===== config.mk =====
export PLATFORM = sky130hd
export DESIGN_NAME = compass_heading_calibration_top_flat
export DESIGN_NICKNAME = d
export VERILOG_FILES = /design/src/sv/chc_pkg.sv /design/src/sv/chc_if.sv /design/src/sv/chc_cordic.sv /design/src/sv/chc_div.sv /design/src/sv/compass_heading_calibration_top.sv /design/src/flat_wrapper.sv
export SDC_FILE = /design/constraint.sdc
export NUM_CORES = 2
export LEC_CHECK = 0
export ABC_AREA = 0
export BUFFER_PORTS_ARGS = -buffer_cell sky130_fd_sc_hd__buf_2
export CELL_PAD_IN_SITES_DETAIL_PLACEMENT = 0
export CELL_PAD_IN_SITES_GLOBAL_PLACEMENT = 1
export CORE_MARGIN = 5
export CORE_UTILIZATION = 50
export CTS_CLUSTER_DIAMETER = 120
export DETAILED_ROUTE_END_ITERATION = 10
export HOLD_SLACK_MARGIN = 0.08
export PLACE_DENSITY = 0.89
export SYNTH_ARGS = -nofsm -noshare
export SYNTH_HDL_FRONTEND = slang
export SYNTH_SLANG_ARGS = --single-unit

===== constraint.sdc =====
create_clock -name clk_i -period 11.4 [get_ports clk_i]
set_clock_uncertainty 0.2 [all_clocks]
set_input_delay 0 -clock clk_i [delete_from_list [all_inputs] [get_ports clk_i]]
set_output_delay 0 -clock clk_i [all_outputs]
set_load 0.02 [all_outputs]

===== src/sv/chc_pkg.sv =====
`timescale 1ns / 1ps
// Shared types, constants and the CORDIC arctangent table for the compass heading block.
package chc_pkg;

  localparam int CORDIC_STEPS_DEF   = 16;
  localparam int GAIN_FRAC_BITS_DEF = 24;
  localparam int ATAN_LEN           = 24;

  localparam int SAMPLE_W = 13;
  localparam int DIFF_W   = 14;
  localparam int GAIN_W   = 25;
  localparam int PROD_W   = 40;
  localparam int VEC_W    = 42;
  localparam int MM_W     = 15;
  localparam int DIV_W    = 15;
  localparam int HEAD_W   = 16;
  localparam int CFG_W    = 25;

  localparam logic [GAIN_W-1:0] GAIN_MASK = '1;

  localparam logic signed [SAMPLE_W-1:0] OFFSET_Y_RST = 13'sd10;
  localparam logic signed [SAMPLE_W-1:0] OFFSET_Z_RST = -13'sd32;
  localparam logic [GAIN_W-1:0]          GAIN_Y_RST   = 25'd154350;
  localparam logic [GAIN_W-1:0]          GAIN_Z_RST   = 25'd142606;
  localparam logic signed [MM_W-1:0]     MIN_RST      = 15'sd9999;
  localparam logic signed [MM_W-1:0]     MAX_RST      = -15'sd9999;

  localparam logic RESULT_HEADING = 1'b0;
  localparam logic RESULT_FINISH  = 1'b1;

  typedef enum logic [1:0] {
    CMD_HEADING    = 2'd0,
    CMD_CAL_START  = 2'd1,
    CMD_CAL_SAMPLE = 2'd2,
    CMD_CAL_FINISH = 2'd3
  } cmd_e;

  typedef enum logic [1:0] {
    REG_OFFSET_Y = 2'd0,
    REG_OFFSET_Z = 2'd1,
    REG_GAIN_Y   = 2'd2,
    REG_GAIN_Z   = 2'd3
  } reg_e;

  typedef struct packed {
    logic busy;
    logic done;
  } unit_status_t;

  // atan(2^-i) in units of 2^32 per turn.
  function automatic logic [31:0] atan_turn(input logic [4:0] idx);
    logic [31:0] v;
    unique case (idx)
      5'd0:    v = 32'h2000_0000;
      5'd1:    v = 32'h12E4_051E;
      5'd2:    v = 32'h09FB_385B;
      5'd3:    v = 32'h0511_11D4;
      5'd4:    v = 32'h028B_0D43;
      5'd5:    v = 32'h0145_D7E1;
      5'd6:    v = 32'h00A2_F61E;
      5'd7:    v = 32'h0051_7C55;
      5'd8:    v = 32'h0028_BE53;
      5'd9:    v = 32'h0014_5F2F;
      5'd10:   v = 32'h000A_2F98;
      5'd11:   v = 32'h0005_17CC;
      5'd12:   v = 32'h0002_8BE6;
      5'd13:   v = 32'h0001_45F3;
      5'd14:   v = 32'h0000_A2FA;
      5'd15:   v = 32'h0000_517D;
      5'd16:   v = 32'h0000_28BE;
      5'd17:   v = 32'h0000_145F;
      5'd18:   v = 32'h0000_0A30;
      5'd19:   v = 32'h0000_0518;
      5'd20:   v = 32'h0000_028C;
      5'd21:   v = 32'h0000_0146;
      5'd22:   v = 32'h0000_00A3;
      5'd23:   v = 32'h0000_0051;
      default: v = 32'h0000_0000;
    endcase
    return v;
  endfunction

endpackage


===== src/sv/chc_if.sv =====
`timescale 1ns / 1ps
// Handshake interfaces for the command, result and register write channels.
interface chc_in_if;
  logic                                 valid;
  logic                                 ready;
  logic [1:0]                           command;
  logic signed [chc_pkg::SAMPLE_W-1:0]  sample_y;
  logic signed [chc_pkg::SAMPLE_W-1:0]  sample_z;
  logic                                 sample_ok;

  modport source (output valid, command, sample_y, sample_z, sample_ok, input ready);
  modport sink   (input valid, command, sample_y, sample_z, sample_ok, output ready);
endinterface

interface chc_out_if;
  logic                                 valid;
  logic                                 ready;
  logic [chc_pkg::HEAD_W-1:0]           heading;
  logic signed [chc_pkg::SAMPLE_W-1:0]  new_offset_y;
  logic signed [chc_pkg::SAMPLE_W-1:0]  new_offset_z;
  logic [chc_pkg::GAIN_W-1:0]           new_gain_y;
  logic [chc_pkg::GAIN_W-1:0]           new_gain_z;
  logic                                 calib_fault;
  logic                                 result_kind;

  modport source (output valid, heading, new_offset_y, new_offset_z, new_gain_y, new_gain_z,
                  calib_fault, result_kind, input ready);
  modport sink   (input valid, heading, new_offset_y, new_offset_z, new_gain_y, new_gain_z,
                  calib_fault, result_kind, output ready);
endinterface

interface chc_cfg_if;
  logic                       valid;
  logic                       ready;
  logic [1:0]                 index;
  logic [chc_pkg::CFG_W-1:0]  data;

  modport source (output valid, index, data, input ready);
  modport sink   (input valid, index, data, output ready);
endinterface


===== src/sv/chc_cordic.sv =====
`timescale 1ns / 1ps
// Iterative vectoring CORDIC: one micro-rotation per cycle, angle in 2^32 units per turn.
module chc_cordic #(
  parameter int CORDIC_STEPS = chc_pkg::CORDIC_STEPS_DEF
) (
  input  logic                               clk_i,
  input  logic                               rst_ni,
  input  logic                               start_i,
  input  logic signed [chc_pkg::VEC_W-1:0]   y_i,
  input  logic signed [chc_pkg::VEC_W-1:0]   x_i,
  output chc_pkg::unit_status_t              status_o,
  output logic [chc_pkg::HEAD_W-1:0]         angle_o
);

  localparam int NSTEPS = (CORDIC_STEPS < chc_pkg::ATAN_LEN) ? CORDIC_STEPS : chc_pkg::ATAN_LEN;
  localparam int STEP_W = $clog2(NSTEPS);
  localparam logic [STEP_W-1:0] LAST_STEP = STEP_W'(NSTEPS - 1);

  logic signed [chc_pkg::VEC_W-1:0] x_q, y_q, dx, dy;
  logic [31:0]                      ang_q, rnd, step_ang;
  logic [STEP_W-1:0]                step_q;
  logic                             busy_q, done_q, zero_q;

  always_comb begin
    dx       = y_q >>> step_q;
    dy       = x_q >>> step_q;
    step_ang = chc_pkg::atan_turn(5'(step_q));
    rnd      = ang_q + 32'h0000_8000;
  end

  always_ff @(posedge clk_i or negedge rst_ni) begin
    if (!rst_ni) begin
      busy_q <= 1'b0;
      done_q <= 1'b0;
      zero_q <= 1'b0;
      x_q    <= '0;
      y_q    <= '0;
      ang_q  <= '0;
      step_q <= '0;
    end else begin
      done_q <= 1'b0;
      if (start_i) begin
        zero_q <= (y_i == '0) && (x_i == '0);
        step_q <= '0;
        busy_q <= 1'b1;
        // Fold the left half plane onto the right one with a half-turn offset.
        if (x_i[chc_pkg::VEC_W-1]) begin
          x_q   <= -x_i;
          y_q   <= -y_i;
          ang_q <= 32'h8000_0000;
        end else begin
          x_q   <= x_i;
          y_q   <= y_i;
          ang_q <= 32'h0000_0000;
        end
      end else if (busy_q) begin
        if (y_q > 0) begin
          x_q   <= x_q + dx;
          y_q   <= y_q - dy;
          ang_q <= ang_q + step_ang;
        end else begin
          x_q   <= x_q - dx;
          y_q   <= y_q + dy;
          ang_q <= ang_q - step_ang;
        end
        step_q <= step_q + 1'b1;
        if (step_q == LAST_STEP) begin
          busy_q <= 1'b0;
          done_q <= 1'b1;
        end
      end
    end
  end

  assign status_o.busy = busy_q;
  assign status_o.done = done_q;
  assign angle_o       = zero_q ? '0 : rnd[31:16];

endmodule


===== src/sv/chc_div.sv =====
`timescale 1ns / 1ps
// Restoring unsigned divider that retires one quotient bit per cycle.
module chc_div #(
  parameter int DW = chc_pkg::GAIN_FRAC_BITS_DEF + 1
) (
  input  logic                            clk_i,
  input  logic                            rst_ni,
  input  logic                            start_i,
  input  logic [DW-1:0]                   dividend_i,
  input  logic [chc_pkg::DIV_W-1:0]       divisor_i,
  output chc_pkg::unit_status_t           status_o,
  output logic [DW-1:0]                   quotient_o
);

  localparam int CNT_W = $clog2(DW + 1);
  localparam int DIV_W = chc_pkg::DIV_W;

  logic [DIV_W-1:0] rem_q, dvs_q, rem_d;
  logic [DW-1:0]    q_q;
  logic [CNT_W-1:0] cnt_q;
  logic             done_q, fits;
  logic [DIV_W:0]   trial, diff;

  always_comb begin
    trial = {rem_q, q_q[DW-1]};
    diff  = trial - {1'b0, dvs_q};
    fits  = trial >= {1'b0, dvs_q};
    rem_d = fits ? diff[DIV_W-1:0] : trial[DIV_W-1:0];
  end

  always_ff @(posedge clk_i or negedge rst_ni) begin
    if (!rst_ni) begin
      cnt_q  <= '0;
      done_q <= 1'b0;
      rem_q  <= '0;
      dvs_q  <= '0;
      q_q    <= '0;
    end else begin
      done_q <= 1'b0;
      if (start_i) begin
        rem_q <= '0;
        dvs_q <= divisor_i;
        q_q   <= dividend_i;
        cnt_q <= CNT_W'(DW);
      end else if (cnt_q != '0) begin
        rem_q <= rem_d;
        q_q   <= {q_q[DW-2:0], fits};
        cnt_q <= cnt_q - 1'b1;
        if (cnt_q == CNT_W'(1)) begin
          done_q <= 1'b1;
        end
      end
    end
  end

  assign status_o.busy = (cnt_q != '0);
  assign status_o.done = done_q;
  assign quotient_o    = q_q;

endmodule


===== src/sv/compass_heading_calibration_top.sv =====
`timescale 1ns / 1ps
// Heading: the accepted beat's y and z products are registered in turn, then the CORDIC rotates them.
// Finish: each axis in turn sets its offset and span, then waits for its gain from the divider.
// A flat span skips its division. Start and sample commands complete in the accepting cycle.
// One command is in work at a time; the input is ready only while the sequencer is idle.
// The result register lets a new beat enter while the previous result waits.
// Reset (asynchronous, active low) loads the register defaults and clears min/max tracking.
module compass_heading_calibration_top #(
  parameter int CORDIC_STEPS   = chc_pkg::CORDIC_STEPS_DEF,
  parameter int GAIN_FRAC_BITS = chc_pkg::GAIN_FRAC_BITS_DEF
) (
  input  logic          clk_i,
  input  logic          rst_ni,
  chc_in_if.sink        in_i,
  chc_out_if.source     out_o,
  chc_cfg_if.sink       cfg_i
);

  localparam int DW     = GAIN_FRAC_BITS + 1;
  localparam int GAIN_W = chc_pkg::GAIN_W;
  localparam int MM_W   = chc_pkg::MM_W;
  localparam int VEC_W  = chc_pkg::VEC_W;
  localparam int PROD_W = chc_pkg::PROD_W;
  localparam int SW     = chc_pkg::SAMPLE_W;
  localparam logic [DW-1:0] DIV_ONE = {1'b1, {GAIN_FRAC_BITS{1'b0}}};
  localparam logic [GAIN_W-1:0] GAIN_SAT = (GAIN_FRAC_BITS >= GAIN_W) ?
                                           chc_pkg::GAIN_MASK :
                                           GAIN_W'(64'd1 << GAIN_FRAC_BITS);

  typedef enum logic [2:0] {
    S_IDLE, S_MUL_Y, S_MUL_Z, S_ROT, S_ROT_WAIT, S_FIN_SET, S_FIN_WAIT, S_EMIT
  } state_e;

  state_e state_q;

  // Registers
  logic signed [SW-1:0]   offset_y_q, offset_z_q;
  logic [GAIN_W-1:0]      gain_y_q, gain_z_q;
  logic signed [MM_W-1:0] min_y_q, max_y_q, min_z_q, max_z_q;

  // Work registers of the command in progress
  logic signed [SW-1:0]     sy_q, sz_q;
  logic signed [PROD_W-1:0] yv_q, zv_q;
  logic                     axis_q;
  logic [chc_pkg::HEAD_W-1:0] w_heading_q;
  logic signed [SW-1:0]     w_off_y_q, w_off_z_q;
  logic [GAIN_W-1:0]        w_gain_y_q, w_gain_z_q;
  logic                     w_fault_q, w_kind_q;

  // Result register
  logic                       out_valid_q;
  logic [chc_pkg::HEAD_W-1:0] out_heading_q;
  logic signed [SW-1:0]       out_off_y_q, out_off_z_q;
  logic [GAIN_W-1:0]          out_gain_y_q, out_gain_z_q;
  logic                       out_fault_q, out_kind_q;

  logic in_acc;
  chc_pkg::cmd_e in_cmd;

  assign in_i.ready = (state_q == S_IDLE);
  assign in_acc     = in_i.valid && in_i.ready;
  assign in_cmd     = chc_pkg::cmd_e'(in_i.command);
  assign cfg_i.ready = 1'b1;

  // Shared multiplier: offset-corrected sample times unsigned gain.
  logic signed [chc_pkg::DIFF_W-1:0] mul_a;
  logic signed [GAIN_W:0]            mul_b;
  logic signed [PROD_W-1:0]          mul_p;

  always_comb begin
    if (state_q == S_MUL_Z) begin
      mul_a = {sz_q[SW-1], sz_q} - {offset_z_q[SW-1], offset_z_q};
      mul_b = $signed({1'b0, gain_z_q});
    end else begin
      mul_a = {sy_q[SW-1], sy_q} - {offset_y_q[SW-1], offset_y_q};
      mul_b = $signed({1'b0, gain_y_q});
    end
  end
  assign mul_p = mul_a * mul_b;

  // CORDIC
  logic                   cordic_start;
  chc_pkg::unit_status_t  cordic_st;
  logic [chc_pkg::HEAD_W-1:0] cordic_angle;
  logic signed [VEC_W-1:0] cordic_y, cordic_x;

  assign cordic_start = (state_q == S_ROT);
  assign cordic_y     = VEC_W'(yv_q);
  assign cordic_x     = -(VEC_W'(zv_q));

  chc_cordic #(
    .CORDIC_STEPS (CORDIC_STEPS)
  ) u_cordic (
    .clk_i    (clk_i),
    .rst_ni   (rst_ni),
    .start_i  (cordic_start),
    .y_i      (cordic_y),
    .x_i      (cordic_x),
    .status_o (cordic_st),
    .angle_o  (cordic_angle)
  );

  // Offset and span of the axis being finished.
  logic signed [MM_W-1:0] fin_mn, fin_mx;
  logic signed [MM_W:0]   fin_sum, fin_half, fin_span;
  logic                   span_bad, div_start;
  logic [DW-1:0]          div_dividend, div_q;
  logic [31:0]            div_q32;
  logic [GAIN_W-1:0]      div_gain;
  chc_pkg::unit_status_t  div_st;

  always_comb begin
    fin_mn   = axis_q ? min_z_q : min_y_q;
    fin_mx   = axis_q ? max_z_q : max_y_q;
    fin_sum  = {fin_mn[MM_W-1], fin_mn} + {fin_mx[MM_W-1], fin_mx};
    // Halve with truncation toward zero.
    fin_half = (fin_sum + $signed({{MM_W{1'b0}}, fin_sum[MM_W]})) >>> 1;
    fin_span = {fin_mx[MM_W-1], fin_mx} - fin_half;
    span_bad = fin_span[MM_W] || (fin_span == '0);
    div_dividend = DIV_ONE + DW'(fin_span[MM_W-1:1]);
    div_start    = (state_q == S_FIN_SET) && !span_bad;
    div_q32      = {{(32 - DW){1'b0}}, div_q};
    div_gain     = (div_q32 > 32'(chc_pkg::GAIN_MASK)) ? chc_pkg::GAIN_MASK
                                                       : div_q32[GAIN_W-1:0];
  end

  chc_div #(
    .DW (DW)
  ) u_div (
    .clk_i      (clk_i),
    .rst_ni     (rst_ni),
    .start_i    (div_start),
    .dividend_i (div_dividend),
    .divisor_i  (fin_span[chc_pkg::DIV_W-1:0]),
    .status_o   (div_st),
    .quotient_o (div_q)
  );

  // Register writes.
  always_ff @(posedge clk_i or negedge rst_ni) begin
    if (!rst_ni) begin
      offset_y_q <= chc_pkg::OFFSET_Y_RST;
      offset_z_q <= chc_pkg::OFFSET_Z_RST;
      gain_y_q   <= chc_pkg::GAIN_Y_RST;
      gain_z_q   <= chc_pkg::GAIN_Z_RST;
    end else if (cfg_i.valid && cfg_i.ready) begin
      unique case (chc_pkg::reg_e'(cfg_i.index))
        chc_pkg::REG_OFFSET_Y: offset_y_q <= cfg_i.data[SW-1:0];
        chc_pkg::REG_OFFSET_Z: offset_z_q <= cfg_i.data[SW-1:0];
        chc_pkg::REG_GAIN_Y:   gain_y_q   <= cfg_i.data[GAIN_W-1:0];
        chc_pkg::REG_GAIN_Z:   gain_z_q   <= cfg_i.data[GAIN_W-1:0];
      endcase
    end
  end

  // Min/max tracking.
  logic signed [MM_W-1:0] smp_y, smp_z;
  assign smp_y = {{(MM_W - SW){in_i.sample_y[SW-1]}}, in_i.sample_y};
  assign smp_z = {{(MM_W - SW){in_i.sample_z[SW-1]}}, in_i.sample_z};

  always_ff @(posedge clk_i or negedge rst_ni) begin
    if (!rst_ni) begin
      min_y_q <= chc_pkg::MIN_RST;
      min_z_q <= chc_pkg::MIN_RST;
      max_y_q <= chc_pkg::MAX_RST;
      max_z_q <= chc_pkg::MAX_RST;
    end else if (in_acc && in_cmd == chc_pkg::CMD_CAL_START) begin
      min_y_q <= chc_pkg::MIN_RST;
      min_z_q <= chc_pkg::MIN_RST;
      max_y_q <= chc_pkg::MAX_RST;
      max_z_q <= chc_pkg::MAX_RST;
    end else if (in_acc && in_cmd == chc_pkg::CMD_CAL_SAMPLE && in_i.sample_ok) begin
      if (smp_y < min_y_q) min_y_q <= smp_y;
      if (smp_y > max_y_q) max_y_q <= smp_y;
      if (smp_z < min_z_q) min_z_q <= smp_z;
      if (smp_z > max_z_q) max_z_q <= smp_z;
    end
  end

  // Sequencer, work registers and result register.
  always_ff @(posedge clk_i or negedge rst_ni) begin
    if (!rst_ni) begin
      state_q       <= S_IDLE;
      out_valid_q   <= 1'b0;
      sy_q          <= '0;
      sz_q          <= '0;
      yv_q          <= '0;
      zv_q          <= '0;
      axis_q        <= 1'b0;
      w_heading_q   <= '0;
      w_off_y_q     <= '0;
      w_off_z_q     <= '0;
      w_gain_y_q    <= '0;
      w_gain_z_q    <= '0;
      w_fault_q     <= 1'b0;
      w_kind_q      <= chc_pkg::RESULT_HEADING;
      out_heading_q <= '0;
      out_off_y_q   <= '0;
      out_off_z_q   <= '0;
      out_gain_y_q  <= '0;
      out_gain_z_q  <= '0;
      out_fault_q   <= 1'b0;
      out_kind_q    <= chc_pkg::RESULT_HEADING;
    end else begin
      if (out_valid_q && out_o.ready && (state_q != S_EMIT)) begin
        out_valid_q <= 1'b0;
      end
      unique case (state_q)
        S_IDLE: begin
          if (in_acc) begin
            sy_q <= in_i.sample_y;
            sz_q <= in_i.sample_z;
            unique case (in_cmd)
              chc_pkg::CMD_HEADING: begin
                w_kind_q    <= chc_pkg::RESULT_HEADING;
                w_heading_q <= '0;
                w_off_y_q   <= '0;
                w_off_z_q   <= '0;
                w_gain_y_q  <= '0;
                w_gain_z_q  <= '0;
                w_fault_q   <= 1'b0;
                // A failed reading reports heading zero without rotating.
                state_q     <= in_i.sample_ok ? S_MUL_Y : S_EMIT;
              end
              chc_pkg::CMD_CAL_FINISH: begin
                w_kind_q    <= chc_pkg::RESULT_FINISH;
                w_heading_q <= '0;
                w_fault_q   <= 1'b0;
                axis_q      <= 1'b0;
                state_q     <= S_FIN_SET;
              end
              chc_pkg::CMD_CAL_START,
              chc_pkg::CMD_CAL_SAMPLE: state_q <= S_IDLE;
            endcase
          end
        end
        S_MUL_Y: begin
          yv_q    <= mul_p;
          state_q <= S_MUL_Z;
        end
        S_MUL_Z: begin
          zv_q    <= mul_p;
          state_q <= S_ROT;
        end
        S_ROT: begin
          state_q <= S_ROT_WAIT;
        end
        S_ROT_WAIT: begin
          if (cordic_st.done) begin
            w_heading_q <= cordic_angle;
            state_q     <= S_EMIT;
          end
        end
        S_FIN_SET: begin
          if (axis_q) w_off_z_q <= fin_half[SW-1:0];
          else        w_off_y_q <= fin_half[SW-1:0];
          if (span_bad) begin
            w_fault_q <= 1'b1;
            if (axis_q) w_gain_z_q <= GAIN_SAT;
            else        w_gain_y_q <= GAIN_SAT;
            axis_q  <= 1'b1;
            state_q <= axis_q ? S_EMIT : S_FIN_SET;
          end else begin
            state_q <= S_FIN_WAIT;
          end
        end
        S_FIN_WAIT: begin
          if (div_st.done) begin
            if (axis_q) w_gain_z_q <= div_gain;
            else        w_gain_y_q <= div_gain;
            axis_q  <= 1'b1;
            state_q <= axis_q ? S_EMIT : S_FIN_SET;
          end
        end
        S_EMIT: begin
          if (!out_valid_q || out_o.ready) begin
            out_valid_q   <= 1'b1;
            out_heading_q <= w_heading_q;
            out_off_y_q   <= w_off_y_q;
            out_off_z_q   <= w_off_z_q;
            out_gain_y_q  <= w_gain_y_q;
            out_gain_z_q  <= w_gain_z_q;
            out_fault_q   <= w_fault_q;
            out_kind_q    <= w_kind_q;
            state_q       <= S_IDLE;
          end
        end
        default: state_q <= S_IDLE;
      endcase
    end
  end

  assign out_o.valid        = out_valid_q;
  assign out_o.heading      = out_heading_q;
  assign out_o.new_offset_y = out_off_y_q;
  assign out_o.new_offset_z = out_off_z_q;
  assign out_o.new_gain_y   = out_gain_y_q;
  assign out_o.new_gain_z   = out_gain_z_q;
  assign out_o.calib_fault  = out_fault_q;
  assign out_o.result_kind  = out_kind_q;

  a_cordic_start_free: assert property (@(posedge clk_i) disable iff (!rst_ni)
    cordic_start |-> !cordic_st.busy)
    else $error("CORDIC restarted while busy");

  a_div_done_waited: assert property (@(posedge clk_i) disable iff (!rst_ni)
    div_st.done |-> (state_q == S_FIN_WAIT))
    else $error("divider finished outside its wait state");

  a_finish_no_heading: assert property (@(posedge clk_i) disable iff (!rst_ni)
    (out_o.valid && out_o.result_kind == chc_pkg::RESULT_FINISH) |-> (out_o.heading == '0))
    else $error("finish result carries a heading");

  a_heading_no_cal: assert property (@(posedge clk_i) disable iff (!rst_ni)
    (out_o.valid && out_o.result_kind == chc_pkg::RESULT_HEADING) |->
      (!out_o.calib_fault && out_o.new_gain_y == '0 && out_o.new_gain_z == '0))
    else $error("heading result carries calibration fields");

endmodule


===== src/flat_wrapper.sv =====
// flat-port wrapper written by rule: the top's interface ports become plain ports
module compass_heading_calibration_top_flat 
#(
  parameter int CORDIC_STEPS   = chc_pkg::CORDIC_STEPS_DEF,
  parameter int GAIN_FRAC_BITS = chc_pkg::GAIN_FRAC_BITS_DEF
)
  (clk_i, rst_ni, in_i_valid, in_i_command, in_i_sample_y, in_i_sample_z, in_i_sample_ok, in_i_ready, out_o_valid, out_o_heading, out_o_new_offset_y, out_o_new_offset_z, out_o_new_gain_y, out_o_new_gain_z, out_o_calib_fault, out_o_result_kind, out_o_ready, cfg_i_valid, cfg_i_index, cfg_i_data, cfg_i_ready);
  chc_in_if in_i_i ();
  chc_out_if out_o_i ();
  chc_cfg_if cfg_i_i ();
  input  logic clk_i;
  input  logic rst_ni;
  input wire logic [$bits(in_i_i.valid)-1:0] in_i_valid;
  input wire logic [$bits(in_i_i.command)-1:0] in_i_command;
  input wire logic [$bits(in_i_i.sample_y)-1:0] in_i_sample_y;
  input wire logic [$bits(in_i_i.sample_z)-1:0] in_i_sample_z;
  input wire logic [$bits(in_i_i.sample_ok)-1:0] in_i_sample_ok;
  output wire logic [$bits(in_i_i.ready)-1:0] in_i_ready;
  output wire logic [$bits(out_o_i.valid)-1:0] out_o_valid;
  output wire logic [$bits(out_o_i.heading)-1:0] out_o_heading;
  output wire logic [$bits(out_o_i.new_offset_y)-1:0] out_o_new_offset_y;
  output wire logic [$bits(out_o_i.new_offset_z)-1:0] out_o_new_offset_z;
  output wire logic [$bits(out_o_i.new_gain_y)-1:0] out_o_new_gain_y;
  output wire logic [$bits(out_o_i.new_gain_z)-1:0] out_o_new_gain_z;
  output wire logic [$bits(out_o_i.calib_fault)-1:0] out_o_calib_fault;
  output wire logic [$bits(out_o_i.result_kind)-1:0] out_o_result_kind;
  input wire logic [$bits(out_o_i.ready)-1:0] out_o_ready;
  input wire logic [$bits(cfg_i_i.valid)-1:0] cfg_i_valid;
  input wire logic [$bits(cfg_i_i.index)-1:0] cfg_i_index;
  input wire logic [$bits(cfg_i_i.data)-1:0] cfg_i_data;
  output wire logic [$bits(cfg_i_i.ready)-1:0] cfg_i_ready;
  assign in_i_i.valid = in_i_valid;
  assign in_i_i.command = in_i_command;
  assign in_i_i.sample_y = in_i_sample_y;
  assign in_i_i.sample_z = in_i_sample_z;
  assign in_i_i.sample_ok = in_i_sample_ok;
  assign in_i_ready = in_i_i.ready;
  assign out_o_valid = out_o_i.valid;
  assign out_o_heading = out_o_i.heading;
  assign out_o_new_offset_y = out_o_i.new_offset_y;
  assign out_o_new_offset_z = out_o_i.new_offset_z;
  assign out_o_new_gain_y = out_o_i.new_gain_y;
  assign out_o_new_gain_z = out_o_i.new_gain_z;
  assign out_o_calib_fault = out_o_i.calib_fault;
  assign out_o_result_kind = out_o_i.result_kind;
  assign out_o_i.ready = out_o_ready;
  assign cfg_i_i.valid = cfg_i_valid;
  assign cfg_i_i.index = cfg_i_index;
  assign cfg_i_i.data = cfg_i_data;
  assign cfg_i_ready = cfg_i_i.ready;
  compass_heading_calibration_top #(.CORDIC_STEPS(CORDIC_STEPS), .GAIN_FRAC_BITS(GAIN_FRAC_BITS)) u_core (.clk_i(clk_i), .rst_ni(rst_ni), .in_i(in_i_i), .out_o(out_o_i), .cfg_i(cfg_i_i));
endmodule

==> summary.md <==
From bottom edge to top edge, the die measures 351 um. In this run the critical register-to-register path is launched from u_core.sz_q[1]$_DFFE_PN0P_. The area growth from synthesis to layout is 10.3%. The startpoint class of the critical path is a register. Pin placement for this block handled 158 I/O pins. The final weighted congestion of routability-driven global placement was 0.946; the total vias in the final route was 49000. Total of warnings raised by yosys: 0. After detailed routing, the number of remaining DRC violations is 0. The x dimension of the die is 351 um, and the global-route congestion overflow total is 0. The logs give 0 for the residual antenna-violating net count after detailed routing and 125 for the count of standard-cell rows.

In the synthesized netlist the async set-or-reset flop fraction comes to 100%. Leaving out fill and tap cells, the most frequent cell in the layout is nand2_1. For the total routed wirelength, the log shows 166000 um. In the layout the commonest cells are 946 x nand2_1, 550 x dfrtp_1, 489 x inv_1. The post-synthesis average cell area was 8.83 sq um; the post-detailed-route wirelength per cell was 20.0 um. The first global-routing pass estimated 267000 um of wire.

The total of cells resized after clock tree synthesis is 0. On the critical path the largest part of the delay comes from compound AO/OA/AOI/OAI gates. The cell depth of the worst flop-to-flop path is 32. The die covers 123000 sq um. The run finished with clean final reports. Tracing the worst setup path back leads to its startpoint at u_core.sz_q[1]$_DFFE_PN0P_. The worst setup path is captured at a register.

During placement, the flow inserted port buffers numbering 156. The multi-input combinational cells in the finished layout cover a total of 39500 sq um. Summed over all failing endpoints, the final setup total negative slack is 0 ns. The most used flip-flop cell after synthesis is dfrtp_1. The cell count after synthesis came out at 6576. The share of the Yosys chip area taken by registers is 26.6%. The clock drives 615 sinks. The slew at the pin closest to its max-slew limit came out at 1.25 ns. The number of vias per cell works out to 5.92.

In this run, synthesis produced a sequential element count of 615. Of all nets on the critical path, the largest fanout is 15. Setup repair after global routing left no endpoint under its margin. Setup violations remaining at the end of the flow were counted as 0. For this run, the total global-route usage over all layers was measured as 26.8%.

Counting the fill cells in the layout gives 10500. The critical path in this run is classified as reg -> reg. The setup slack of the worst register-to-register path is 0.85 ns, and the number of buffers and inverters on the critical path is 3. Among all stages on the critical path, the largest delay is contributed by a2111oi_0. The run gives 7426 as the final layout net count. Root buffer cell: clkbuf_16. For the highest attainable clock frequency, the log shows 94.8 MHz. The net count after synthesis is 7305. The tools report the number of violations reported at the end of detailed-routing iteration 0 as 3897. The synthesized design contains 0 enable-type register cells. The number of antenna violations at the first check in global routing was 5; the number of unique standard cell types used by synthesis was 111.

Detailed placement finished with a half-perimeter wire length of 125000 um. The logs give 48100 for the number of global-route vias before repair and 58100 sq um for the cell area after synthesis. In this run the number of cells on the critical path is 32. The tools report the final number of max-transition violations as 0. The endpoint of the most critical setup path was u_core.yv_q[38]$_DFFE_PN0P_. TritonCTS built the clock tree. The clock-pin slew of the registers on the worst-case setup and hold paths is 0.06 ns, and the clock latency reported for the late side of the worst-skew pair is 0.68 ns.

The clock period minus worst slack was 10.55 ns; the largest net degree at the start of global routing was 156. The largest single stage delay on the critical path is 0.73 ns. The normalized max-slew margin was 16.3%. The tools report the count of TritonRoute iterations in the first routing pass as 6.

The tools report the number of failing hold endpoints at the final stage as 0. The H-tree was split into 3 levels. The area of the core is 116000 sq um. In the final layout, the share of cells above drive strength 1 is 12.3%.

Worst min-delay path category: in -> reg. The tools report the maximum buffer depth of the clock tree as 3. STA puts the critical path data required time at 11.71 ns. Max-cap violations in this run came to 0. Buffers added to address setup during post-CTS repair amount to 0. In the final layout, flip-flops and latches occupy 15500 sq um. The final critical-path share of the clock period works out to 92.5%. The tools report the end of the worst register-to-register path as u_core.yv_q[38]$_DFFE_PN0P_. Number of buffers inserted during clock tree synthesis: 74. The tools report the critical path arrival as 10.86 ns. Initial core utilization: 50.2%.
## how the worst min path moves through the flow
| stage | startpoint | end | slack (ns) | cells past startpoint |
|---|---|---|---|---|
| floorplan | rst_ni | u_core.axis_q$_DFFE_PN0P_ | -0.50 | 0 |
| global placement | rst_ni | u_core.out_o.new_gain_z[21]$_DFFE_PN0P_ | 0.02 | 1 |
| detailed placement | rst_ni | u_core.out_o.new_gain_z[21]$_DFFE_PN0P_ | 0.02 | 1 |
| CTS | cfg_i_data[0] | u_core.offset_z_q[0]$_DFFE_PN0P_ | 0.08 | 3 |
| global route | cfg_i_data[0] | u_core.offset_y_q[0]$_DFFE_PN0P_ | 0.12 | 3 |
| finish | in_i_command[0] | u_core.axis_q$_DFFE_PN0P_ | 0.14 | 4 |
## routing by layer
layer	GRT usage (%)	part of all wire, %
met1	37.0	44
met2	43.3	46
met3	4.01	6.3
met4	9.18	3.9
met5	0	0.022
## registers in the layout (all words and copies together), names as in the netlist, 25 cells and up
signal                   flops
u_core.zv_q                 40
u_core.u_cordic.ang_q       32
u_core.u_cordic.y_q         42
u_core.w_gain_z_q           25
u_core.yv_q                 40
u_core.gain_z_q             25
u_core.w_gain_y_q           25
u_core.gain_y_q             25
u_core.out_o.new_gain_y     25
u_core.out_o.new_gain_z     25
u_core.u_cordic.x_q         42
u_core.u_div.quotient_o     25
## worst register-to-register path, delay by kind of cell (launching register included)
kind                       cells  cell delay (ns)
DFF                            1             0.41
and+or+nand+nor                3             0.49
adders and majority gates      8             3.71
xor gates and xnor gates       1             0.21
AOI/OAI and AO/OA             16             4.78
muxes                          1             0.45
buffers and inverters          3             0.15
## Yosys cell counts (94+ instances only)
master / n / share of area [%]
a21o_1: 129 / 1.7
inv_1: 491 / 3.2
clkbuf_1: 233 / 1.5
fa_1: 282 / 9.7
nor3_1: 94 / 0.81
mux2i_1: 210 / 3.6
nor2_1: 487 / 3.1
nand3_1: 102 / 0.88
xnor2_1: 242 / 3.7
nand2_1: 946 / 6.1
mux2_2: 226 / 4.4
xor2_1: 155 / 2.3
o21ai_0: 395 / 3.4
ha_1: 386 / 8.3
dfrtp_1: 556 / 24
a21oi_1: 378 / 3.3
## final cells by class
cell class	count	area share, %
flip-flops and latches	615	24.2
diodes	1	0.00391
inverters	496	2.91
clock inverters	34	0.588
repair buffers	369	4.29
multi-input cells	5141	61.7
clock buffers	102	3.32
well taps	1524	2.98
## metrics by stage
| stage | util [%] | worst slack [ns] | std cells | hold slack [ns] | cell area, sq um |
|---|---|---|---|---|---|
| 6_report | 55.3 | 0.851 | 8282 | 0.139 | 64100 |
| 5_1_grt | 55.3 | 0.247 | 8281 | 0.118 | 64100 |
| 4_1_cts | 55.3 | 0.792 | 8281 | 0.0824 | 64100 |
| 3_5_place_dp | 52.1 | 0.876 | 8019 | 0.0217 | 60300 |
| 3_3_place_gp | 52.1 | 1.21 | 8019 | 0.0182 | 60300 |
| 2_1_floorplan | - | 2.43 | 6576 | -0.496 | 58100 |
## kinds of logic after synthesis
family / Yosys count / share of synthesized area (%)
buf+inv: 820 / 5.56
mux: 559 / 12.1
fa+ha+maj: 668 / 18.0
other cells: 1 / 0.00646
simple gates: 2112 / 16.7
compound gates: 1404 / 15.0
flops: 615 / 26.6
xor+xnor: 397 / 5.99
## timing repair
| action | CTS | global route |
|---|---|---|
| hold buffers | 126 | 0 |
| hold endpoints to repair | 313 | 0 |
| endpoints found under the setup margin | 0 | 0 |
Power is not shown: default switching activity piles up to over one toggle a cycle in this logic, so the estimate is an artifact.
